**config.mk**
```make
export PLATFORM = sky130hd
export DESIGN_NAME = bounded_set_store_flat
export DESIGN_NICKNAME = d
export VERILOG_FILES = /design/src/rtl/core/bss_pkg.sv /design/src/rtl/core/bss_if.sv /design/src/rtl/core/bss_cell.sv /design/src/rtl/core/bounded_set_store.sv /design/src/flat_wrapper.sv
export SDC_FILE = /design/constraint.sdc
export NUM_CORES = 1
export LEC_CHECK = 0
export BUFFER_PORTS_ARGS = -buffer_cell sky130_fd_sc_hd__buf_4
export CAP_MARGIN = 20
export CORE_MARGIN = 2
export CORE_UTILIZATION = 65
export DETAILED_ROUTE_END_ITERATION = 16
export GPL_TIMING_DRIVEN = 0
export HOLD_SLACK_MARGIN = 0.08
export PLACE_DENSITY = 0.94
export SETUP_SLACK_MARGIN = 0.02
export SYNTH_ARGS = -nofsm -noshare
export SYNTH_HDL_FRONTEND = slang
export SYNTH_SLANG_ARGS = --single-unit
```
**constraint.sdc**
```tcl
create_clock -name clk -period 5.2 [get_ports clk]
set_clock_uncertainty 0.2 [all_clocks]
set_input_delay 1.04 -clock clk [delete_from_list [all_inputs] [get_ports clk]]
set_output_delay 1.04 -clock clk [all_outputs]
set_load 0.05 [all_outputs]
```
**src/rtl/core/bss_pkg.sv**
```systemverilog
// Shared types and constants for the bounded set store.
`timescale 1ns / 1ps

package bss_pkg;

  localparam int ELEM_W = 32;
  localparam int KIND_W = 2;
  localparam int COUNT_OUT_W = 5;

  typedef logic [ELEM_W-1:0] elem_t;

  typedef enum logic [KIND_W-1:0] {
    REQ_INSERT = 2'd0,
    REQ_DELETE = 2'd1,
    REQ_QUERY  = 2'd2,
    REQ_CLEAR  = 2'd3
  } req_kind_t;

  typedef struct packed {
    req_kind_t kind;
    elem_t     element;
  } req_t;

  // Search wave travelling along the cell row: its position and what it has seen so far.
  typedef struct packed {
    logic tok;
    logic fnd;
    logic plc;
  } wave_t;

endpackage

```
**src/rtl/core/bss_if.sv**
```systemverilog
// Request and result channel interfaces for the bounded set store.
`timescale 1ns / 1ps

interface bss_in_if;
  logic                       valid;
  logic                       ready;
  logic [bss_pkg::KIND_W-1:0] req_type;
  logic [bss_pkg::ELEM_W-1:0] element;

  modport source (output valid, output req_type, output element, input ready);
  modport sink (input valid, input req_type, input element, output ready);
endinterface

interface bss_out_if;
  logic                            valid;
  logic                            ready;
  logic                            was_present;
  logic [bss_pkg::COUNT_OUT_W-1:0] entry_count;
  logic                            is_empty;
  logic                            is_full;
  logic                            insert_refused;

  modport source (output valid, output was_present, output entry_count, output is_empty,
                  output is_full, output insert_refused, input ready);
  modport sink (input valid, input was_present, input entry_count, input is_empty,
                input is_full, input insert_refused, output ready);
endinterface

```
**src/rtl/core/bss_cell.sv**
```systemverilog
// One member slot of the set, acting on the request as the search wave passes.
`timescale 1ns / 1ps

module bss_cell (
  input  logic           clk,
  input  logic           rst_n,
  input  logic           en,
  input  bss_pkg::req_t  req,
  input  bss_pkg::wave_t wave_in,
  input  bss_pkg::elem_t nxt_value,
  input  logic           nxt_valid,
  output bss_pkg::wave_t wave_out,
  output bss_pkg::elem_t value,
  output logic           valid
);

  bss_pkg::wave_t wave_r;
  bss_pkg::wave_t wave_nxt;
  bss_pkg::elem_t value_r;
  bss_pkg::elem_t value_nxt;
  logic           valid_r;
  logic           valid_nxt;
  logic           hit;
  logic           ins_here;

  assign hit = valid_r && (value_r == req.element);

  always_comb begin
    value_nxt = value_r;
    valid_nxt = valid_r;
    ins_here  = 1'b0;
    wave_nxt  = en ? wave_in : wave_r;
    if (en && wave_r.tok) begin
      case (req.kind)
        bss_pkg::REQ_INSERT: begin
          if (!valid_r && !wave_r.fnd && !wave_r.plc) begin
            value_nxt = req.element;
            valid_nxt = 1'b1;
            ins_here  = 1'b1;
          end
        end
        bss_pkg::REQ_DELETE: begin
          if (wave_r.fnd || hit) begin
            value_nxt = nxt_value;
            valid_nxt = nxt_valid;
          end
        end
        bss_pkg::REQ_CLEAR: begin
          valid_nxt = 1'b0;
        end
        default: begin
        end
      endcase
    end
  end

  always_ff @(posedge clk) begin
    if (!rst_n) begin
      wave_r  <= '0;
      valid_r <= 1'b0;
    end else begin
      wave_r  <= wave_nxt;
      valid_r <= valid_nxt;
    end
  end

  always_ff @(posedge clk) begin
    value_r <= value_nxt;
  end

  assign wave_out.tok = wave_r.tok;
  assign wave_out.fnd = wave_r.fnd || hit;
  assign wave_out.plc = wave_r.plc || ins_here;
  assign value        = value_r;
  assign valid        = valid_r;

endmodule

```
**src/rtl/core/bounded_set_store.sv**
```systemverilog
// Top level of the bounded set store: request register, cell row, member count and result register.
// An accepted request is registered; its search wave passes each cell's wave register in turn.
// The result is registered when the wave leaves the last cell; no new request is taken before then.
// The result register lets a new request be taken while a result still waits.
// Reset (synchronous, active low) empties the set and clears all valid flags; slot data is kept.
`timescale 1ns / 1ps

module bounded_set_store #(
  parameter int CAPACITY = 16
) (
  input logic            clk,
  input logic            rst_n,
  bss_in_if.sink         in_ch,
  bss_out_if.source      out_ch
);

  localparam int CNT_W = $clog2(CAPACITY + 1);

  bss_pkg::req_t            req_r;
  bss_pkg::req_t            req_nxt;
  logic                     busy_r;
  logic                     busy_nxt;
  logic [CNT_W-1:0]         count_r;
  logic [CNT_W-1:0]         count_nxt;
  logic                     out_valid_r;
  logic                     out_valid_nxt;
  logic                     out_present_r;
  logic [bss_pkg::COUNT_OUT_W-1:0] out_count_r;
  logic                     out_empty_r;
  logic                     out_full_r;
  logic                     out_refused_r;
  logic                     accept;
  logic                     stall;
  logic                     en;
  logic                     done;
  logic                     refused;

  bss_pkg::wave_t wave_c  [CAPACITY+1];
  bss_pkg::elem_t value_c [CAPACITY+1];
  logic           valid_c [CAPACITY+1];
  logic [CAPACITY-1:0] tok_vec;

  assign accept = in_ch.valid && in_ch.ready;
  assign stall  = wave_c[CAPACITY].tok && out_valid_r && !out_ch.ready;
  assign en     = !stall;
  assign done   = wave_c[CAPACITY].tok && en;

  assign wave_c[0].tok  = accept;
  assign wave_c[0].fnd  = 1'b0;
  assign wave_c[0].plc  = 1'b0;
  assign value_c[CAPACITY] = '0;
  assign valid_c[CAPACITY] = 1'b0;

  for (genvar i = 0; i < CAPACITY; i++) begin : g_cell
    bss_cell u_cell (
      .clk       (clk),
      .rst_n     (rst_n),
      .en        (en),
      .req       (req_r),
      .wave_in   (wave_c[i]),
      .nxt_value (value_c[i+1]),
      .nxt_valid (valid_c[i+1]),
      .wave_out  (wave_c[i+1]),
      .value     (value_c[i]),
      .valid     (valid_c[i])
    );
    assign tok_vec[i] = wave_c[i+1].tok;
  end

  assign refused = (req_r.kind == bss_pkg::REQ_INSERT) && !wave_c[CAPACITY].fnd &&
                   !wave_c[CAPACITY].plc;

  always_comb begin
    req_nxt       = req_r;
    busy_nxt      = busy_r;
    count_nxt     = count_r;
    out_valid_nxt = out_valid_r;
    if (out_valid_r && out_ch.ready) begin
      out_valid_nxt = 1'b0;
    end
    if (accept) begin
      req_nxt.kind    = bss_pkg::req_kind_t'(in_ch.req_type);
      req_nxt.element = in_ch.element;
      busy_nxt        = 1'b1;
    end
    if (done) begin
      busy_nxt      = 1'b0;
      out_valid_nxt = 1'b1;
      case (req_r.kind)
        bss_pkg::REQ_INSERT: begin
          if (wave_c[CAPACITY].plc) begin
            count_nxt = count_r + CNT_W'(1);
          end
        end
        bss_pkg::REQ_DELETE: begin
          if (wave_c[CAPACITY].fnd) begin
            count_nxt = count_r - CNT_W'(1);
          end
        end
        bss_pkg::REQ_CLEAR: begin
          count_nxt = '0;
        end
        default: begin
        end
      endcase
    end
  end

  always_ff @(posedge clk) begin
    if (!rst_n) begin
      busy_r      <= 1'b0;
      count_r     <= '0;
      out_valid_r <= 1'b0;
    end else begin
      busy_r      <= busy_nxt;
      count_r     <= count_nxt;
      out_valid_r <= out_valid_nxt;
    end
  end

  always_ff @(posedge clk) begin
    req_r <= req_nxt;
    if (done) begin
      out_present_r <= wave_c[CAPACITY].fnd;
      out_count_r   <= bss_pkg::COUNT_OUT_W'(count_nxt);
      out_empty_r   <= (count_nxt == '0);
      out_full_r    <= (count_nxt == CNT_W'(CAPACITY));
      out_refused_r <= refused;
    end
  end

  assign in_ch.ready           = !busy_r;
  assign out_ch.valid          = out_valid_r;
  assign out_ch.was_present    = out_present_r;
  assign out_ch.entry_count    = out_count_r;
  assign out_ch.is_empty       = out_empty_r;
  assign out_ch.is_full        = out_full_r;
  assign out_ch.insert_refused = out_refused_r;

  // At most one request is ever travelling along the cell row.
  a_single_wave: assert property (@(posedge clk) disable iff (!rst_n)
    $onehot0(tok_vec))
    else $error("more than one search wave in the cell row");

  a_accept_busy: assert property (@(posedge clk) disable iff (!rst_n)
    accept |=> busy_r && !in_ch.ready)
    else $error("request accepted without the store becoming busy");

  a_done_result: assert property (@(posedge clk) disable iff (!rst_n)
    done |=> out_valid_r && !busy_r)
    else $error("finished wave did not produce a result");

  a_count_bound: assert property (@(posedge clk) disable iff (!rst_n)
    count_r <= CNT_W'(CAPACITY))
    else $error("member count exceeds capacity");

  a_refused_full: assert property (@(posedge clk) disable iff (!rst_n)
    out_valid_r && out_refused_r |-> out_full_r)
    else $error("insert refused while the set was not full");

endmodule
```
**src/flat_wrapper.sv**
```systemverilog
// flat-port wrapper written by rule: the top's interface ports become plain ports
module bounded_set_store_flat 
#(
  parameter int CAPACITY = 16
)
  (clk, rst_n, in_ch_valid, in_ch_req_type, in_ch_element, in_ch_ready, out_ch_valid, out_ch_was_present, out_ch_entry_count, out_ch_is_empty, out_ch_is_full, out_ch_insert_refused, out_ch_ready);
  bss_in_if in_ch_i ();
  bss_out_if out_ch_i ();
  input logic clk;
  input logic rst_n;
  input wire logic [$bits(in_ch_i.valid)-1:0] in_ch_valid;
  input wire logic [$bits(in_ch_i.req_type)-1:0] in_ch_req_type;
  input wire logic [$bits(in_ch_i.element)-1:0] in_ch_element;
  output wire logic [$bits(in_ch_i.ready)-1:0] in_ch_ready;
  output wire logic [$bits(out_ch_i.valid)-1:0] out_ch_valid;
  output wire logic [$bits(out_ch_i.was_present)-1:0] out_ch_was_present;
  output wire logic [$bits(out_ch_i.entry_count)-1:0] out_ch_entry_count;
  output wire logic [$bits(out_ch_i.is_empty)-1:0] out_ch_is_empty;
  output wire logic [$bits(out_ch_i.is_full)-1:0] out_ch_is_full;
  output wire logic [$bits(out_ch_i.insert_refused)-1:0] out_ch_insert_refused;
  input wire logic [$bits(out_ch_i.ready)-1:0] out_ch_ready;
  assign in_ch_i.valid = in_ch_valid;
  assign in_ch_i.req_type = in_ch_req_type;
  assign in_ch_i.element = in_ch_element;
  assign in_ch_ready = in_ch_i.ready;
  assign out_ch_valid = out_ch_i.valid;
  assign out_ch_was_present = out_ch_i.was_present;
  assign out_ch_entry_count = out_ch_i.entry_count;
  assign out_ch_is_empty = out_ch_i.is_empty;
  assign out_ch_is_full = out_ch_i.is_full;
  assign out_ch_insert_refused = out_ch_i.insert_refused;
  assign out_ch_i.ready = out_ch_ready;
  bounded_set_store #(.CAPACITY(CAPACITY)) u_core (.clk(clk), .rst_n(rst_n), .in_ch(in_ch_i), .out_ch(out_ch_i));
endmodule
```
==> run summary, run 1 <==
Status = finished clean
Initial Util = 0.6558
Hold Crit Class = reg -> reg
Antenna-violating nets left = 0
Total GRT Usage = 0.4149
CTS Hold Bufs = 0
Vias post-DR = 22.47k
Worst-skew pair later-pin latency = 0.62 ns
Unrepaired setup endpoints after global routing = no
FF+latch area = 0.01805 mm2
Synthesized Nets = 2445
CTS Buffer Depth = 3
Synth-to-Final Area Change = 11.58%
Reg2Reg Capture Point = u_core.g_cell[0].u_cell.value[20]
Critical Path Fanout Max = 32
Post-CTS Setup Bufs = 0
Hold_ws = 0.3075 ns
Layout Nets = 2577
Max-slew violations = 0
CTS tree = built
Worst Min Path Start = u_core.g_cell[1].u_cell.wave_r[1]
Cts bufs inserted = 67
Reg2Reg Depth = 8
Slew margin rel. = 0.1978
Asr flop ratio synth = 0
Vias per inst = 7.033
Post-synth EDFFs = 555
Placement Rows = 79
Clock transition at path regs = 0.06 ns
Final setup violation count = 0
P per Cell Area = 330.5 mW/mm2
CP Capture Point = u_core.g_cell[0].u_cell.value[20]
Share of layout cells above drive strength 1 = 0.09818
Worst Setup Path Type = reg -> reg
Final Hold Violating Endpoints = 0
Die area = 0.04862 mm2
Worst IR Drop VDD = 299.1 uV
Fin crit share = 0.8383
Seq cells post-synth = 624
GRT overflow = 0
Tmin final = 4.359 ns
PortBufs = 47
Fill cell count = 2990
Crit. End Element = register
Syn Area/Cell = 12.67 um2
Worst r2r src = u_core.req_r[20]
Drt total wl = 100.1 mm
Wire per inst = 31.32 um
Post-synth top flop = edfxtp_1
Core Util, Final = 0.7318
Flop2flop setup slack = 0.84 ns
Remaining DRCs = 0
Netlist cell types = 63
Peak Freq = 229.4 MHz
Worst Setup SP = u_core.req_r[20]
P_leak = 13.24 nW
Synth warn = 0
# Max-Cap Violations = 0
CTS Sinks = 624
Initial DRC count = 4257
Die height = 220.5 um
Setup TNS = 0 ns
Final RePlAce weighted congestion = 1.030
Die width = 220.5 um
Footprint of the multi-input gates = 0.01136 mm2
Initial antenna violation count = 2
Worst Path Arrival = 4.39 ns
Startpoint Class = register
TritonRoute pass-1 iters = 8
CP required = 5.23 ns
Mapped Area = 0.03047 mm2
Post_cts resized = 0
Core area = 0.04646 mm2
DP HPWL = 75.45 mm
Root buf cell = clkbuf_16
Io pins = 49
Post-Synthesis Cells = 2405
First-pass GRT wire length = 143.7 mm
Vias in the first global route = 21.90k
Slew at the pin with the worst max-slew slack = 1.203 ns
Post-synthesis sequential area ratio = 0.5923
H-tree levels = 3
Largest net degree at the start of global routing = 34
cell usage in the layout, fill, tap and decap left out, types with 5 or more instances in the layout:
cell type / Yosys / layout
edfxtp_1: 555 / 555
a21o_1: 485 / 485
xnor2_1: 410 / 410
clkbuf_1: 130 / 147
xor2_1: 95 / 95
nand4_1: 93 / 93
clkbuf_16: 0 / 71
dfxtp_1: 69 / 69
nor2_1: 69 / 68
buf_2: 57 / 59
nand2_1: 58 / 58
buf_4: 11 / 58
a21oi_1: 48 / 48
nor4_1: 46 / 46
nand3_1: 31 / 31
inv_1: 28 / 28
o21ai_0: 27 / 27
and2_0: 26 / 26
nor3_1: 22 / 22
a31oi_1: 18 / 18
clkinv_1: 1 / 15
a32o_1: 14 / 14
a211oi_1: 14 / 14
a41oi_1: 11 / 11
clkinv_2: 0 / 10
buf_6: 9 / 9
and3_1: 12 / 9
buf_16: 0 / 7
and2_1: 6 / 6
buf_12: 0 / 5
worst min-delay path by stage:
stage                                        end  slack, ns  cells after the start
3_5_place_dp   u_core.g_cell[1].u_cell.wave_r[1]       0.30                      2
3_3_place_gp   u_core.g_cell[1].u_cell.wave_r[0]       0.26                      2
5_1_grt        u_core.g_cell[1].u_cell.wave_r[1]       0.33                      2
2_1_floorplan  u_core.g_cell[1].u_cell.wave_r[1]       0.24                      2
6_report       u_core.g_cell[1].u_cell.wave_r[1]       0.31                      2
4_1_cts        u_core.g_cell[1].u_cell.wave_r[1]       0.31                      2
routing by layer:
metal  wire length, um  GRT usage  up-vias
li1                  -          -     9070
met1             34570     0.5390    10950
met2             43710     0.6238     2068
met3             16920     0.1654      374
met4              4806     0.1718        6
met5                41          0        -
metrics by stage:
step | cell area, um2 | worst slack [ns] | power [mW] | std cells
2_1_floorplan | 30470 | 1.434 | 6.268 | 2405
3_3_place_gp | 31580 | -0.5937 | 6.602 | 3059
3_5_place_dp | 31930 | 0.8729 | 6.631 | 3073
4_1_cts | 33980 | 0.8182 | 11.13 | 3192
5_1_grt | 33990 | 0.7893 | 11.39 | 3194
6_report | 34000 | 0.8406 | 11.23 | 3195
registers in the layout, summed over array words and instances (netlist names):
signal / flops
u_core.busy_r: 1
u_core.count_r: 5
u_core.g_cell.u_cell.valid: 16
u_core.g_cell.u_cell.value: 512
u_core.g_cell.u_cell.wave_out: 16
u_core.g_cell.u_cell.wave_r: 30
u_core.out_ch.entry_count: 5
u_core.out_ch.insert_refused: 1
u_core.out_ch.is_empty: 1
u_core.out_ch.is_full: 1
u_core.out_ch.valid: 1
u_core.out_ch.was_present: 1
u_core.req_r: 34
cell type report:
class | instances | area share
clock buffer | 91 | 0.05517
buffer | 210 | 0.02849
sequential | 624 | 0.5309
inverter | 30 | 0.003312
timing repair buffer | 63 | 0.02017
antenna | 1 | 0.00007361
multi-input combinational | 1541 | 0.3343
tap | 607 | 0.02234
clock inverter | 28 | 0.005263
cells in the mapped netlist (12+ instances only):
cell	count	area, um2
a211oi_1	14	105.1
a21o_1	485	3641
a21oi_1	48	240.2
a31oi_1	18	112.6
a32o_1	14	140.1
and2_0	26	162.7
and3_1	12	75.07
buf_2	57	285.3
clkbuf_1	130	488.0
dfxtp_1	69	1381
edfxtp_1	555	16670
inv_1	28	105.1
nand2_1	58	217.7
nand3_1	31	155.2
nand4_1	93	581.8
nor2_1	69	259.0
nor3_1	22	110.1
nor4_1	46	287.8
o21ai_0	27	135.1
xnor2_1	410	3591
xor2_1	95	832.1
logic make-up (layout without fill, tap and decap cells):
kind of cell               Yosys count  after routing  synth area share
xor gates and xnor gates           505            505            0.1452
muxes                                2              2         0.0006571
other                                0              1                 0
adders and majority gates            2              2         0.0008212
DFF                                624            624            0.5923
and+or+nand+nor                    379            379           0.06698
AOI/OAI and AO/OA                  653            653            0.1586
buffers and inverters              240            422           0.03548
critical path: stages (launching register included):
cell      delay, ns
edfxtp_1       0.33
buf_4          0.23
buf_2          0.39
xor2_1         0.12
nor4_1         0.83
nand4_1        0.30
nor3_1         0.53
o21ba_2        0.23
and3_2         0.76
power breakdown:
part | switching, mW | total, mW | internal, mW
clock | 2.03 | 4.65 | 2.62
sequential | 0.0144 | 5.52 | 5.51
combinational | 0.689 | 1.06 | 0.371
Power figures use the tool's default switching activity.
==> inputs of run 2 (changes only) <==
--- a/config.mk
+++ b/config.mk
@@ -8,11 +8,11 @@
 export BUFFER_PORTS_ARGS = -buffer_cell sky130_fd_sc_hd__buf_4
 export CAP_MARGIN = 20
 export CORE_MARGIN = 2
-export CORE_UTILIZATION = 65
+export CORE_UTILIZATION = 57
 export DETAILED_ROUTE_END_ITERATION = 16
 export GPL_TIMING_DRIVEN = 0
 export HOLD_SLACK_MARGIN = 0.08
-export PLACE_DENSITY = 0.94
+export PLACE_DENSITY = 0.88
 export SETUP_SLACK_MARGIN = 0.02
 export SYNTH_ARGS = -nofsm -noshare
 export SYNTH_HDL_FRONTEND = slang
==> constraint.sdc (replaced) <==
create_clock -name clk -period 3.9 [get_ports clk]
set_clock_uncertainty 0.2 [all_clocks]
set_input_delay 0.78 -clock clk [delete_from_list [all_inputs] [get_ports clk]]
set_output_delay 0.78 -clock clk [all_outputs]
set_load 0.05 [all_outputs]
==> run 2 against run 1 <==
Cell count grew 2.5%. Core utilization shrank 8.1 points. Wire length shrank 0.20%. Final area grew 0.78%. Via count shrank 0.98%. Sequential power grew 33%. Total power grew 33%. Critical path type unchanged. Hold slack lost 0.17 ns. The flow now finishes with violations (setup timing). Combinational power grew 32%. First-iteration DRC count shrank 7.0%. Global-route usage shrank 6.0 points. Sequential share of layout area shrank 0.41 points.
==> run summary, run 2 (same netlist as run 1, synthesis figures left out) <==
Status = complete, but fails checks
Violated checks = setup timing
Max stage delay on crit path = 0.64 ns
Fin cells = 3275
Hold Crit Class = in -> reg
Cell Area, Placed = 0.03208 mm2
Commonest non-fill, non-tap cell in the layout = edfxtp_1
P per Cell Area = 437.7 mW/mm2
CTS Hold Bufs = 0
Crit path max-delay family = simple AND/OR/NAND/NOR gates
Crit. End Element = register
Setup WS post-layout = -0.008247 ns
Power Total = 15.00 mW
Remaining DRCs = 0
Drt total wl = 99.85 mm
Unrepaired setup endpoints after global routing = yes
Initial antenna violation count = 3
Post-Place Cells = 3156
Gate power share = 0.094
CTS tree = built
Max-slew violations = 0
Met3 Wirelength = 15.32 mm
Critical-path cell list = buf_2, xnor2_1, nand4_1, nor4_2, a41oi_1, o21ai_0, and3_2, buf_16
Slew at the pin with the worst max-slew slack = 1.204 ns
Total GRT Usage = 0.3552
Vias in the first global route = 21.44k
Antenna-violating nets left = 0
DP HPWL = 75.39 mm
Tmin final = 3.908 ns
CP required = 4.02 ns
Vias per inst = 6.794
Initial Util = 0.5786
Final RePlAce weighted congestion = 1.004
TritonRoute pass-1 iters = 14
H-tree levels = 3
Largest register FFs = 512
Largest net degree at the start of global routing = 34
Flop pwr share = 0.491
Hold_ws = 0.1332 ns
Final Hold Violating Endpoints = 0
Core area = 0.05266 mm2
# Max-Cap Violations = 0
Most frequent cells in the layout = edfxtp_1, a21o_1, xnor2_1
Startpoint Class = register
Switching part of the total = 0.2445
CTS Sinks = 624
Die area = 0.05532 mm2
Die height = 235.2 um
Worst Setup Path Type = reg -> reg
Final setup violation count = 10
Sw power = 3.666 mW
First-pass GRT wire length = 143.7 mm
Share of layout cells above drive strength 1 = 0.1091
Root buf cell = clkbuf_16
Peak Freq = 255.9 MHz
Internal Power = 11.33 mW
CTS Buffer Depth = 3
Vias post-DR = 22.25k
Final instance area = 0.03426 mm2
Max layer used = met5
Die width = 235.2 um
Setup TNS = -0.05400 ns
Critical Path Fanout Max = 23
Placement Rows = 84
Post-CTS Setup Bufs = 0
Worst IR Drop VDD = 358.0 uV
Initial DRC count = 3961
Met1 Wirelength = 35.31 mm
Cts bufs inserted = 66
PortBufs = 47
Worst-skew pair later-pin latency = 0.62 ns
CP max stage cell = xnor2_1
Synth-to-Final Area Change = 12.45%
Slew margin rel. = 0.1975
Wire per inst = 30.49 um
Clock transition at path regs = 0.06 ns
P_leak = 13.27 nW
Fill cell count = 3759
Fin crit share = 1.002
GRT overflow = 0
Layout Nets = 2576
Worst Path Arrival = 4.03 ns
Met2 routed WL = 44.69 mm
Clk pwr share = 0.415
CP Buf/Inv Count = 2
Io pins = 49
[run 2: cell count changes in the layout (fill, tap and decap cells not counted), moves of 4 or more]
cell	previous run	this run
and3_1	9	5
clkbuf_1	147	141
nor4_2	0	11
clkbuf_16	71	66
clkinv_1	15	11
inv_6	1	6
nor4_1	46	35
[run 2: path summary, 6_finish.rpt]
| path | cells after the start | start | endpoint | slack, ns |
|---|---|---|---|---|
| setup / recovery | 8 | u_core.req_r[11] | u_core.g_cell[6].u_cell.value[19] | -0.008 |
| hold / removal | 1 | in_ch_element[2] | u_core.req_r[2] | 0.13 |
| setup reg to reg | 8 | u_core.req_r[11] | u_core.g_cell[6].u_cell.value[19] | -0.008 |
| hold reg to reg | 2 | u_core.g_cell[1].u_cell.wave_r[0] | u_core.g_cell[1].u_cell.wave_r[0] | 0.30 |
[run 2: worst reg2reg max path, cell delays in order (launching register included)]
cell and delay, ns:
edfxtp_1 0.35, buf_2 0.24, xnor2_1 0.64, nand4_1 0.26
nor4_2 0.61, a41oi_1 0.40, o21ai_0 0.25, and3_2 0.43
buf_16 0.23
[run 2: layout make-up]
type	instances	area, um2	area share
timing repair buffer	63	723.2	0.02111
sequential	624	18050	0.5268
clock inverter	35	302.8	0.008838
multi-input combinational	1541	11480	0.3350
buffer	210	968.4	0.02827
tap	688	860.8	0.02513
clock buffer	82	1762	0.05142
inverter	30	112.6	0.003287
antenna	2	5.005	0.0001461
[run 2: repair_timing]
| action | in CTS | in global routing |
|---|---|---|
| pin swaps | 0 | 0 |
| setup endpoints to repair | 147 | 277 |
| resized for setup | 6 | 17 |
[run 2: through the flow]
stage | utilization | setup slack (ns)
after CTS | 0.6489 | 0.06585
after detailed placement | 0.6092 | -0.1283
after global routing | 0.6506 | 0.01240
final | 0.6507 | -0.008247
after global placement | 0.6017 | -1.684
after floorplan | - | 0.3464
[run 2: power by group through the flow]
stage | clock network (mW) | registers [mW] | logic, mW
after global placement | 0 | 7.51 | 1.30
after global routing | 6.43 | 7.36 | 1.45
after detailed placement | 0 | 7.51 | 1.34
after CTS | 6.19 | 7.36 | 1.35
after floorplan | 0 | 7.50 | 0.854
final | 6.23 | 7.36 | 1.40
[run 2: routing by layer]
metal,vias up,global-route usage
li1,9051,-
met1,11000,0.4618
met2,1862,0.5461
met3,334,0.1239
met4,2,0.1433
met5,-,0
